[src/asg_pkg.sv]
package asg_pkg;

  typedef struct packed {
    logic [1:0] cmd;
    logic [6:0] chord_pitch;
  } in_item_t;

  typedef struct packed {
    logic [6:0] note_pitch;
    logic [6:0] note_velocity;
    logic       is_accent;
    logic       sequence_wrapped;
  } out_item_t;

  localparam logic [1:0] CMD_CLEAR = 2'd0;
  localparam logic [1:0] CMD_ADD   = 2'd1;
  localparam logic [1:0] CMD_START = 2'd2;
  localparam logic [1:0] CMD_STEP  = 2'd3;

  localparam logic [2:0] REG_OCTAVE = 3'd0;
  localparam logic [2:0] REG_MODE   = 3'd1;
  localparam logic [2:0] REG_BASE   = 3'd2;
  localparam logic [2:0] REG_SPREAD = 3'd3;
  localparam logic [2:0] REG_ABITS  = 3'd4;
  localparam logic [2:0] REG_ALEN   = 3'd5;

  localparam logic [3:0] PAT_UP       = 4'd0;
  localparam logic [3:0] PAT_DOWN     = 4'd1;
  localparam logic [3:0] PAT_UPDOWN   = 4'd2;
  localparam logic [3:0] PAT_UPDOWNX  = 4'd3;
  localparam logic [3:0] PAT_DOWNUP   = 4'd4;
  localparam logic [3:0] PAT_RANDOM   = 4'd5;
  localparam logic [3:0] PAT_CHORD    = 4'd6;
  localparam logic [3:0] PAT_PINGPONG = 4'd7;
  localparam logic [3:0] PAT_CONVERGE = 4'd8;
  localparam logic [3:0] PAT_DIVERGE  = 4'd9;
  localparam logic [3:0] PAT_WALK     = 4'd10;

  localparam logic [15:0] LFSR_SEED = 16'hACE1;
  localparam int          WALK_MOVES = 15;

  function automatic logic [15:0] lfsr_next(input logic [15:0] s);
    lfsr_next = {s[0] ^ s[2] ^ s[3] ^ s[5], s[15:1]};
  endfunction

endpackage

[src/arpeggio_step_generator_top.sv]
// Channel  Dir  Handshake             Payload
// in       in   in_valid/in_ready     in_item_t  {cmd, chord_pitch}
// out      out  out_valid/out_ready   out_item_t {note_pitch, note_velocity, is_accent,
//                                                 sequence_wrapped}
// cfg      in   cfg_we (no wait)      cfg_index, cfg_data
//
// One item at a time. Clear/add items are done in the accept state; a step item passes
// through accept, sequence read, registered velocity multiply and output load.
// Start: a read and a write state per chord read of the fill, an insertion sort of up
// to about n*n single-port pool accesses, then calc, read and write states per sequence
// entry; the pool memory port sets the pace (a full pool holds 32 notes).
// Reset (rst, sync) clears counts, positions and the LFSR; memories hold no reset.
// A step result waits in the out register; a following step stalls in its output
// load cycle, with in_ready low, until that result is taken.
module arpeggio_step_generator_top
  import asg_pkg::*;
#(
  parameter int MAX_CHORD_NOTES    = 8,
  parameter int MAX_OCTAVES        = 4,
  parameter int RANDOM_EXTRA_STEPS = 16,
  parameter int MAX_ACCENT_STEPS   = 16
) (
  input  logic       clk,
  input  logic       rst,
  input  logic       in_valid,
  output logic       in_ready,
  input  in_item_t   in_item,
  output logic       out_valid,
  input  logic       out_ready,
  output out_item_t  out_item,
  input  logic       cfg_we,
  input  logic [2:0] cfg_index,
  input  logic [15:0] cfg_data
);

  localparam int POOL_DEPTH = MAX_CHORD_NOTES * MAX_OCTAVES;
  localparam int SEQ_DEPTH  = 2 * POOL_DEPTH + RANDOM_EXTRA_STEPS + 16;
  localparam int CW = $clog2(MAX_CHORD_NOTES + 1);
  localparam int CA = (MAX_CHORD_NOTES > 1) ? $clog2(MAX_CHORD_NOTES) : 1;
  localparam int PW = $clog2(POOL_DEPTH + 1);
  localparam int PA = (POOL_DEPTH > 1) ? $clog2(POOL_DEPTH) : 1;
  localparam int SW = $clog2(SEQ_DEPTH + 1);
  localparam int SA = $clog2(SEQ_DEPTH);
  localparam int OW = $clog2(MAX_OCTAVES + 1);
  localparam int AW = $clog2(MAX_ACCENT_STEPS + 1);
  localparam int EW = $clog2(POOL_DEPTH + RANDOM_EXTRA_STEPS + WALK_MOVES + 2);

  // configuration
  logic [OW-1:0] octave_span;
  logic [3:0]    pattern_mode;
  logic [6:0]    base_velocity;
  logic [6:0]    velocity_spread;
  logic [15:0]   accent_bits;
  logic [AW-1:0] accent_length;

  always_ff @(posedge clk) begin
    if (rst) begin
      octave_span     <= OW'(1);
      pattern_mode    <= PAT_UP;
      base_velocity   <= 7'd100;
      velocity_spread <= '0;
      accent_bits     <= '0;
      accent_length   <= AW'(1);
    end else if (cfg_we) begin
      case (cfg_index)
        REG_OCTAVE: begin
          if (cfg_data[2:0] == 3'd0) octave_span <= OW'(1);
          else if (32'(cfg_data[2:0]) > MAX_OCTAVES) octave_span <= OW'(MAX_OCTAVES);
          else octave_span <= OW'(cfg_data[2:0]);
        end
        REG_MODE:   pattern_mode <= cfg_data[3:0];
        REG_BASE: begin
          base_velocity <= (cfg_data[6:0] == 7'd0) ? 7'd1 : cfg_data[6:0];
        end
        REG_SPREAD: velocity_spread <= cfg_data[6:0];
        REG_ABITS:  accent_bits <= cfg_data;
        REG_ALEN: begin
          if (cfg_data[4:0] == 5'd0) accent_length <= AW'(1);
          else if (32'(cfg_data[4:0]) > MAX_ACCENT_STEPS)
            accent_length <= AW'(MAX_ACCENT_STEPS);
          else accent_length <= AW'(cfg_data[4:0]);
        end
        default: ;
      endcase
    end
  end

  // memories
  logic [6:0] chord_mem [MAX_CHORD_NOTES];
  logic [6:0] pool_mem  [POOL_DEPTH];
  logic [6:0] seq_mem   [SEQ_DEPTH];

  logic          chord_we;
  logic [CA-1:0] chord_waddr, chord_raddr;
  logic [6:0]    chord_wdata, chord_rdata;
  logic          pool_we;
  logic [PA-1:0] pool_addr;
  logic [6:0]    pool_wdata, pool_rdata;
  logic          seq_we;
  logic [SA-1:0] seq_waddr, seq_raddr;
  logic [6:0]    seq_wdata, seq_rdata;

  always_ff @(posedge clk) begin
    if (chord_we) chord_mem[chord_waddr] <= chord_wdata;
    chord_rdata <= chord_mem[chord_raddr];
  end

  always_ff @(posedge clk) begin
    if (pool_we) pool_mem[pool_addr] <= pool_wdata;
    pool_rdata <= pool_mem[pool_addr];
  end

  always_ff @(posedge clk) begin
    if (seq_we) seq_mem[seq_waddr] <= seq_wdata;
    seq_rdata <= seq_mem[seq_raddr];
  end

  typedef enum logic [4:0] {
    S_IDLE, S_FILL_RD, S_FILL_WR, S_SORT_RDV, S_SORT_RDJ, S_SORT_CMP, S_SORT_PUT,
    S_BLD_CALC, S_BLD_RD, S_BLD_WR, S_STP_RD, S_STP_MUL, S_STP_OUT
  } state_t;

  state_t        state;
  logic [CW-1:0] chord_count;
  logic [PW-1:0] pool_count;
  logic [SW-1:0] sequence_length;
  logic [SA-1:0] sequence_position;
  logic [AW-1:0] accent_position;
  logic [15:0]   random_state;

  // start-build working registers
  logic [OW-1:0] oct;
  logic [CW-1:0] ci;
  logic [PW-1:0] si, sj;
  logic [6:0]    sv;
  logic [EW-1:0] bi;       // build phase index
  logic          bphase;   // second half of two-run patterns
  logic [PW-1:0] wk;       // walk position
  logic [PA-1:0] bidx;
  logic          bdone;

  // step working registers
  logic signed [24:0] vprod;
  logic               acc;
  logic               wrapped;
  out_item_t          obuf;
  logic               ovalid;
  logic               obuf_load;

  assign in_ready  = (state == S_IDLE);
  assign out_valid = ovalid;
  assign out_item  = obuf;

  // out register takes the step result once it is empty or being drained
  assign obuf_load = (state == S_STP_OUT) && (!ovalid || out_ready);

  always_ff @(posedge clk) begin
    if (rst) ovalid <= 1'b0;
    else if (obuf_load) ovalid <= 1'b1;
    else if (out_ready) ovalid <= 1'b0;
  end

  // pitch under fill: chord entry plus 12 per octave
  logic [8:0] fill_p;
  assign fill_p = 9'(chord_rdata) + 9'(oct) * 9'd12;

  // build address selection for entry bi of the sequence
  logic [PW-1:0] n, mid;
  logic [31:0]   rmul;
  logic [15:0]   rnd_next;
  assign n        = pool_count;
  assign mid      = n >> 1;
  assign rnd_next = lfsr_next(random_state);
  assign rmul     = 32'(rnd_next) * 32'(n);

  logic [PW:0]   sel;
  logic          sel_done;
  logic [PW-1:0] wk_next;
  always_comb begin
    logic [PW:0] ii;
    logic [PW:0] half;
    ii       = (PW+1)'(bi);
    half     = ii >> 1;
    sel      = '0;
    sel_done = 1'b0;
    wk_next  = wk;
    case (pattern_mode)
      PAT_DOWN: begin
        sel = (PW+1)'(n) - 1'b1 - ii;
        sel_done = (ii >= (PW+1)'(n));
      end
      PAT_UPDOWN, PAT_UPDOWNX, PAT_PINGPONG: begin
        if (!bphase) begin
          sel = ii;
        end else begin
          sel = (PW+1)'(n) - 2'd2 - ii;
          if (pattern_mode == PAT_UPDOWN)
            sel_done = (ii + 1'b1 >= (PW+1)'(n));
          else
            sel_done = (ii + 2'd2 >= (PW+1)'(n));
        end
      end
      PAT_DOWNUP: begin
        if (!bphase) sel = (PW+1)'(n) - 1'b1 - ii;
        else begin
          sel = ii + 1'b1;
          sel_done = (ii + 1'b1 >= (PW+1)'(n));
        end
      end
      PAT_RANDOM: begin
        if (!bphase) sel = ii;
        else begin
          sel = (rmul[15+PW:16] < n) ? (PW+1)'(rmul[15+PW:16]) : (PW+1)'(n) - 1'b1;
          sel_done = (32'(bi) >= RANDOM_EXTRA_STEPS);
        end
      end
      PAT_CHORD: begin
        sel = '0;
        sel_done = (bi != '0);
      end
      PAT_CONVERGE: begin
        sel = ii[0] ? (PW+1)'(n) - 1'b1 - half : half;
        sel_done = (ii >= (PW+1)'(n));
      end
      PAT_DIVERGE: begin
        // entry 0 is the centre, then lower/upper pairs
        if (ii == '0) sel = (PW+1)'(mid);
        else if (ii[0]) sel = (PW+1)'(mid) - ((ii + 1'b1) >> 1);
        else sel = (PW+1)'(mid) + (ii >> 1);
        sel_done = (ii >= (PW+1)'(n));
      end
      PAT_WALK: begin
        if (bi == '0) sel = '0;
        else begin
          if (rnd_next > 16'd32768) begin
            if ((PW+1)'(wk) + 1'b1 < (PW+1)'(n)) wk_next = wk + 1'b1;
          end else if (wk != '0) wk_next = wk - 1'b1;
          sel = (PW+1)'(wk_next);
        end
        sel_done = (32'(bi) > WALK_MOVES);
      end
      default: begin
        sel = ii;
        sel_done = (ii >= (PW+1)'(n));
      end
    endcase
  end

  // end of first run in two-run patterns
  logic run1_end;
  always_comb begin
    case (pattern_mode)
      PAT_UPDOWN, PAT_UPDOWNX, PAT_PINGPONG, PAT_DOWNUP, PAT_RANDOM:
        run1_end = !bphase && ((PW+1)'(bi) >= (PW+1)'(n));
      default: run1_end = 1'b0;
    endcase
  end

  logic draws;
  assign draws = (pattern_mode == PAT_RANDOM && bphase) ||
                 (pattern_mode == PAT_WALK && bi != '0);

  // velocity after multiply
  logic signed [25:0] vsum;
  logic [6:0]         vel, vel_acc;
  always_comb begin
    vsum = 26'(signed'({1'b0, base_velocity, 16'd0})) + 26'(vprod);
    if (vsum < 0) vel = 7'd0;
    else if (vsum[25:16] > 10'd127) vel = 7'd127;
    else vel = vsum[22:16];
    vel_acc = vel;
    if (acc) vel_acc = (8'(vel) + 8'd20 > 8'd127) ? 7'd127 : 7'(vel + 7'd20);
  end

  always_comb begin
    chord_we    = 1'b0;
    chord_waddr = chord_count[CA-1:0];
    chord_wdata = in_item.chord_pitch;
    chord_raddr = ci[CA-1:0];
    if (state == S_IDLE && in_valid && in_item.cmd == CMD_ADD &&
        32'(chord_count) < MAX_CHORD_NOTES)
      chord_we = 1'b1;
  end

  always_comb begin
    pool_we    = 1'b0;
    pool_wdata = fill_p[6:0];
    pool_addr  = pool_count[PA-1:0];
    case (state)
      S_FILL_WR: begin
        pool_we = (fill_p <= 9'd127) && (32'(pool_count) < POOL_DEPTH);
      end
      S_SORT_RDV: pool_addr = si[PA-1:0];
      S_SORT_RDJ: pool_addr = PA'(sj - 1'b1);
      S_SORT_CMP: begin
        pool_addr  = sj[PA-1:0];
        pool_wdata = pool_rdata;
        pool_we    = (pool_rdata > sv);
      end
      S_SORT_PUT: begin
        pool_addr  = sj[PA-1:0];
        pool_wdata = sv;
        pool_we    = 1'b1;
      end
      S_BLD_CALC: pool_addr = sel[PA-1:0];
      S_BLD_RD:   pool_addr = bidx;   // keep the picked entry on the read port
      default: ;
    endcase
  end

  assign seq_we    = (state == S_BLD_WR);
  assign seq_waddr = sequence_length[SA-1:0];
  assign seq_wdata = pool_rdata;
  assign seq_raddr = (32'(sequence_position) >= 32'(sequence_length)) ? '0 : sequence_position;

  always_ff @(posedge clk) begin
    if (rst) begin
      state             <= S_IDLE;
      chord_count       <= '0;
      pool_count        <= '0;
      sequence_length   <= '0;
      sequence_position <= '0;
      accent_position   <= '0;
      random_state      <= LFSR_SEED;
    end else begin
      case (state)
        S_IDLE: begin
          if (in_valid) begin
            case (in_item.cmd)
              CMD_CLEAR: chord_count <= '0;
              CMD_ADD: begin
                if (32'(chord_count) < MAX_CHORD_NOTES) chord_count <= chord_count + 1'b1;
              end
              CMD_START: begin
                pool_count <= '0;
                oct        <= '0;
                ci         <= '0;
                state      <= (chord_count == '0) ? S_SORT_RDV : S_FILL_RD;
                si         <= PW'(1);
              end
              default: begin
                if (sequence_length != '0) begin
                  if (32'(sequence_position) >= 32'(sequence_length))
                    sequence_position <= '0;
                  if (accent_position >= accent_length) accent_position <= '0;
                  state <= S_STP_RD;
                end
              end
            endcase
          end
        end
        // pool fill: chord entry ci read at octave oct
        S_FILL_RD: state <= S_FILL_WR;
        S_FILL_WR: begin
          if (pool_we) pool_count <= pool_count + 1'b1;
          if (ci + 1'b1 >= chord_count) begin
            ci <= '0;
            if (oct + 1'b1 >= octave_span) state <= S_SORT_RDV;
            else begin
              oct   <= oct + 1'b1;
              state <= S_FILL_RD;
            end
          end else begin
            ci    <= ci + 1'b1;
            state <= S_FILL_RD;
          end
        end
        // insertion sort, one pool access a cycle
        S_SORT_RDV: begin
          if (si >= pool_count) begin
            sequence_length   <= '0;
            sequence_position <= '0;
            accent_position   <= '0;
            bi     <= '0;
            bphase <= 1'b0;
            wk     <= '0;
            state  <= (pool_count == '0) ? S_IDLE : S_BLD_CALC;
          end else begin
            sj    <= si;
            state <= S_SORT_RDJ;
          end
        end
        S_SORT_RDJ: begin
          if (sj == si) sv <= pool_rdata;
          state <= S_SORT_CMP;
        end
        S_SORT_CMP: begin
          if (pool_rdata > sv) begin
            sj <= sj - 1'b1;
            state <= (sj == PW'(1)) ? S_SORT_PUT : S_SORT_RDJ;
          end else state <= S_SORT_PUT;
        end
        S_SORT_PUT: begin
          si    <= si + 1'b1;
          state <= S_SORT_RDV;
        end
        // sequence build: pick pool entry, read it, write it out
        S_BLD_CALC: begin
          if (run1_end) begin
            bphase <= 1'b1;
            bi     <= '0;
          end else if (sel_done || 32'(sequence_length) >= SEQ_DEPTH) begin
            state <= S_IDLE;
          end else begin
            if (draws) random_state <= rnd_next;
            wk    <= wk_next;
            bidx  <= sel[PA-1:0];
            bdone <= (pattern_mode == PAT_DIVERGE) && !(sel < (PW+1)'(n));
            state <= S_BLD_RD;
          end
        end
        S_BLD_RD: state <= bdone ? S_BLD_CALC : S_BLD_WR;
        S_BLD_WR: begin
          sequence_length <= sequence_length + 1'b1;
          bi    <= bi + 1'b1;
          state <= S_BLD_CALC;
        end
        // step: sequence read, then velocity multiply
        S_STP_RD: begin
          random_state <= rnd_next;
          vprod <= 25'(signed'({1'b0, rnd_next}) - 18'sd32768) *
                   25'(signed'({1'b0, velocity_spread}));
          acc <= (32'(accent_position) < 16) ? accent_bits[accent_position[3:0]] : 1'b0;
          wrapped <= (32'(sequence_position) + 1 == 32'(sequence_length));
          state <= S_STP_MUL;
        end
        S_STP_MUL: state <= S_STP_OUT;
        S_STP_OUT: begin
          if (obuf_load) begin
            obuf.note_pitch       <= seq_rdata;
            obuf.note_velocity    <= vel_acc;
            obuf.is_accent        <= acc;
            obuf.sequence_wrapped <= wrapped;
            sequence_position <= wrapped ? '0 : sequence_position + 1'b1;
            accent_position   <= (accent_position + 1'b1 >= accent_length) ? '0 :
                                 accent_position + 1'b1;
            state <= S_IDLE;
          end
        end
        default: state <= S_IDLE;
      endcase
    end
  end

  a_cnt_bound: assert property (@(posedge clk) disable iff (rst)
    32'(chord_count) <= MAX_CHORD_NOTES) else $error("chord count overflow");
  a_pool_bound: assert property (@(posedge clk) disable iff (rst)
    32'(pool_count) <= POOL_DEPTH) else $error("pool count overflow");
  a_seq_bound: assert property (@(posedge clk) disable iff (rst)
    32'(sequence_length) <= SEQ_DEPTH) else $error("sequence overflow");
  a_out_hold: assert property (@(posedge clk) disable iff (rst)
    out_valid && !out_ready |=> out_valid) else $error("result dropped");
  a_lfsr_live: assert property (@(posedge clk) disable iff (rst)
    random_state != 16'd0) else $error("lfsr stuck");

endmodule

[config.mk]
export PLATFORM = sky130hd
export DESIGN_NAME = arpeggio_step_generator_top
export DESIGN_NICKNAME = d
export VERILOG_FILES = /design/src/asg_pkg.sv /design/src/arpeggio_step_generator_top.sv
export SDC_FILE = /design/constraint.sdc
export NUM_CORES = 2
export LEC_CHECK = 0
export ABC_AREA = 1
export BUFFER_PORTS_ARGS = -buffer_cell sky130_fd_sc_hd__buf_2
export CORE_AREA = 2 2 410 412
export CTS_BUF_LIST = sky130_fd_sc_hd__clkbuf_16
export DETAILED_ROUTE_END_ITERATION = 10
export DIE_AREA = 0 0 412 414
export GPL_TIMING_DRIVEN = 0
export PLACE_DENSITY = 0.51
export SETUP_SLACK_MARGIN = 0.05
export SLEW_MARGIN = 20
export SYNTH_ARGS = -nofsm -noshare
export SYNTH_HDL_FRONTEND = slang
export SYNTH_SLANG_ARGS = --single-unit
[constraint.sdc]
create_clock -name clk -period 12.25 [get_ports clk]
set_clock_uncertainty 0.2 [all_clocks]
set_input_delay 0 -clock clk [delete_from_list [all_inputs] [get_ports clk]]
set_output_delay 0 -clock clk [all_outputs]
set_load 0.02 [all_outputs]
==> out/qor.yml <==
cts:
  ctsResizeCount: 0
  cts_tree: "built"
  clk_pin_slew_ps: 60
  clock_latency_ps: 760
  root_buffer: "clkbuf_16"
  htreeDepth: 4
  cts.sinks: 1138
  clock_path_buffers: 3
  cts_buffers: 132
detailed_routing:
  via_count: 42780
  first_pass_iters: 6
  wirelength_met1_mm: 81.11
  drc_errors: 0
  met3_length_mm: 10.48
  post_drt_via_cell_ratio: 5.164
  wl_met2_mm: 86.04
  drtIter0Drc: 4052
  wl_per_cell_um: 21.96
  wl_mm: 182.0
  drtAntennaViolNets: 0
  maxUsedRoutingLayer: "met5"
synthesis:
  synth_top_cells_by_count: "1025 x edfxtp_1, 1004 x nand2_1, 741 x nor2_1, 619 x inv_1, 480 x o21ai_0"
  synth_top_area_share_pct: 53.13
  synth_nets: 6082
  async_flop_share_pct: 0
  seq_area_frac_synth_pct: 57.03
  synth_area_leader_cell: "edfxtp_1"
  synthMostInstantiatedCell: "edfxtp_1"
  syn_inst: 5694
  ys_seq_elements: 1138
  synth_warnings: 0
  ys.flop_type: "edfxtp_1"
  ys_types: 60
  synth_edf_count: 1025
  syn_area_per_cell_sq_um: 10.17
  ys_top_cells_by_area: "edfxtp_1 53%, nand2_1 6.5%, fa_1 5.3%"
  netlist_area_sq_um: 57930
die:
  core_area_sq_um: 166300
  dieArea_sq_um: 170600
  fp.dieW_um: 412
  initial_core_util_pct: 34.84
  num_rows: 150
  io_pins: 51
  die_h_um: 414
sta:
  whs_ps: 53.76
  min_period_ps: 9004
  worstMarginPinSlew_ps: 1186
  drv_slew: 0
  setup_tns_ps: 0
  slew_headroom_pct: 20.90
  setup_viol: 0
  clock.fmax_mhz: 111.1
  fin_crit_sh_pct: 73.51
  grt_setup_unrepaired: "false"
  hold_viol: 0
placed_design:
  hpwl_mm: 130.4
  globalplace.congestion: 0.9205
  io_buffers: 49
  dpl-instance-area_sq_um: 61570
worst_setup_path:
  crit_path_end: "pool_mem[10][6]"
  slowest_delay_ps: 760
  rrSetupSlack_ps: 3250
  crit_arrival_ps: 9180
  critPathSlowestCell: "nor2_1"
  reg2regPathDepth: 37
  cp.required_ps: 12430
  startpoint: "n[5]"
  crit_path_end_kind: "flop"
  critical_path_class: "reg -> reg"
  r2r_end: "pool_mem[10][6]"
  worstPathMaxFanout: 10
  rr_startpoint: "n[5]"
  cp-start-kind: "flop"
  cp_common_cell: "nand2_1"
global_routing:
  grt_max_degree: 69
  grt_pass1_wl_mm: 272.0
  grt_usage_pct: 21.13
  grt_pass1_vias: 42420
  antenna_found_initial: 6
  grt-ovfl-total: 0
run:
  cap_violations: 0
outcome:
  status: "completed"
cells_and_area:
  n_antenna_cell: 0
  design_area_sq_um: 66470
  finalNetCount: 6371
  layout-drive-gt1-share_pct: 6.446
  syn_to_final_growth_pct: 14.73
  utilization_pct: 39.97
hold_path:
  hold_class: "in -> reg"
power_and_ir_drop:
  ir_drop_mv: 0.1469
  p_leak_nw: 25.98
  powerDensity_nw_per_um2: 141.9
  total_power_mw: 9.431
==> flip-flops by register name, summed over array words and instances (netlist names), 7 cells and up <==
register,cells
seq_mem,672
pool_mem,224
chord_rdata,7
chord_mem,56
pool_rdata,7
seq_waddr,7
base_velocity,7
seq_rdata,7
velocity_spread,7
out_item,16
bi,7
random_state,16
vprod,9
sequence_position,7
accent_bits,16
sv,7
==> where the power goes <==
group          switching [mW]  internal [mW]
combinational           0.704          0.302
sequential              0.116           4.51
clock                    1.63           2.17
total                    2.45           6.98
==> worst max-delay path: cells and delay by family, from the launching register on <==
kind	cells	cell delay (ps)
xor+xnor	1	260
buf+inv	9	2090
fa+ha+maj	5	2000
compound gates	4	840
flops	1	440
simple gates	18	2770
==> metal layers <==
metal,track usage [%],vias to the layer above
li1,-,20110
met5,0,-
met4,5.691,6
met1,29.33,21060
met3,3.027,265
met2,34.48,1347
==> metrics by stage <==
stage	std cells	setup WS (ps)
finish	8285	3246
global route	8285	2597
CTS	8285	3312
detailed placement	7982	3362
global placement	7947	3405
floorplan	5694	5552
==> worst min-delay path by stage <==
stage | startpoint | slack [ps] | cells past startpoint | endpoint
after floorplan | in_item[0] | -100 | 0 | chord_mem[0][0]
after global placement | cfg_data[6] | 80 | 3 | base_velocity[6]
after detailed placement | cfg_data[6] | 100 | 3 | base_velocity[6]
after CTS | cfg_data[13] | 3 | 4 | accent_bits[13]
after global routing | cfg_data[9] | 40 | 4 | accent_bits[9]
final | cfg_data[13] | 50 | 4 | accent_bits[13]
==> repair_timing <==
item                      in CTS  in global routing
hold buffers                  71                  0
setup buffers                  0                  0
hold endpoints to repair     223                  0
==> logic make-up after synthesis <==
logic type / synth area share, %
xor+xnor: 1.177
simple gates: 14.81
compound gates: 11.01
buf+inv: 6.341
fa+ha+maj: 9.637
flops: 57.03
==> cell type report <==
type                    instances  area, sq um
plain buffers                 296         1275
clock buffers                 136         3403
clock inverters                96        773.2
fillers                     16470        99810
inverters                     641         2409
multi-input cells            3619        21330
flip-flops and latches       1138        33070
well taps                    2204         2758
repair buffers                155         1453
==> cell usage in the layout, fill, tap and decap left out, types with 33 or more instances in the layout <==
cell and instances:
a21oi_1 173, buf_2 76, buf_4 33, clkbuf_1 223
clkbuf_16 136, dfxtp_1 106, dlygate4sd3_1 71, edfxtp_1 1025
fa_1 152, ha_1 203, inv_1 655, nand2_1 1004
nand3_1 271, nor2_1 740, o211ai_1 107, o21ai_0 480
o221ai_1 87, o22ai_1 103, xor2_1 57
No activity file was read; power rests on OpenSTA's default activity.
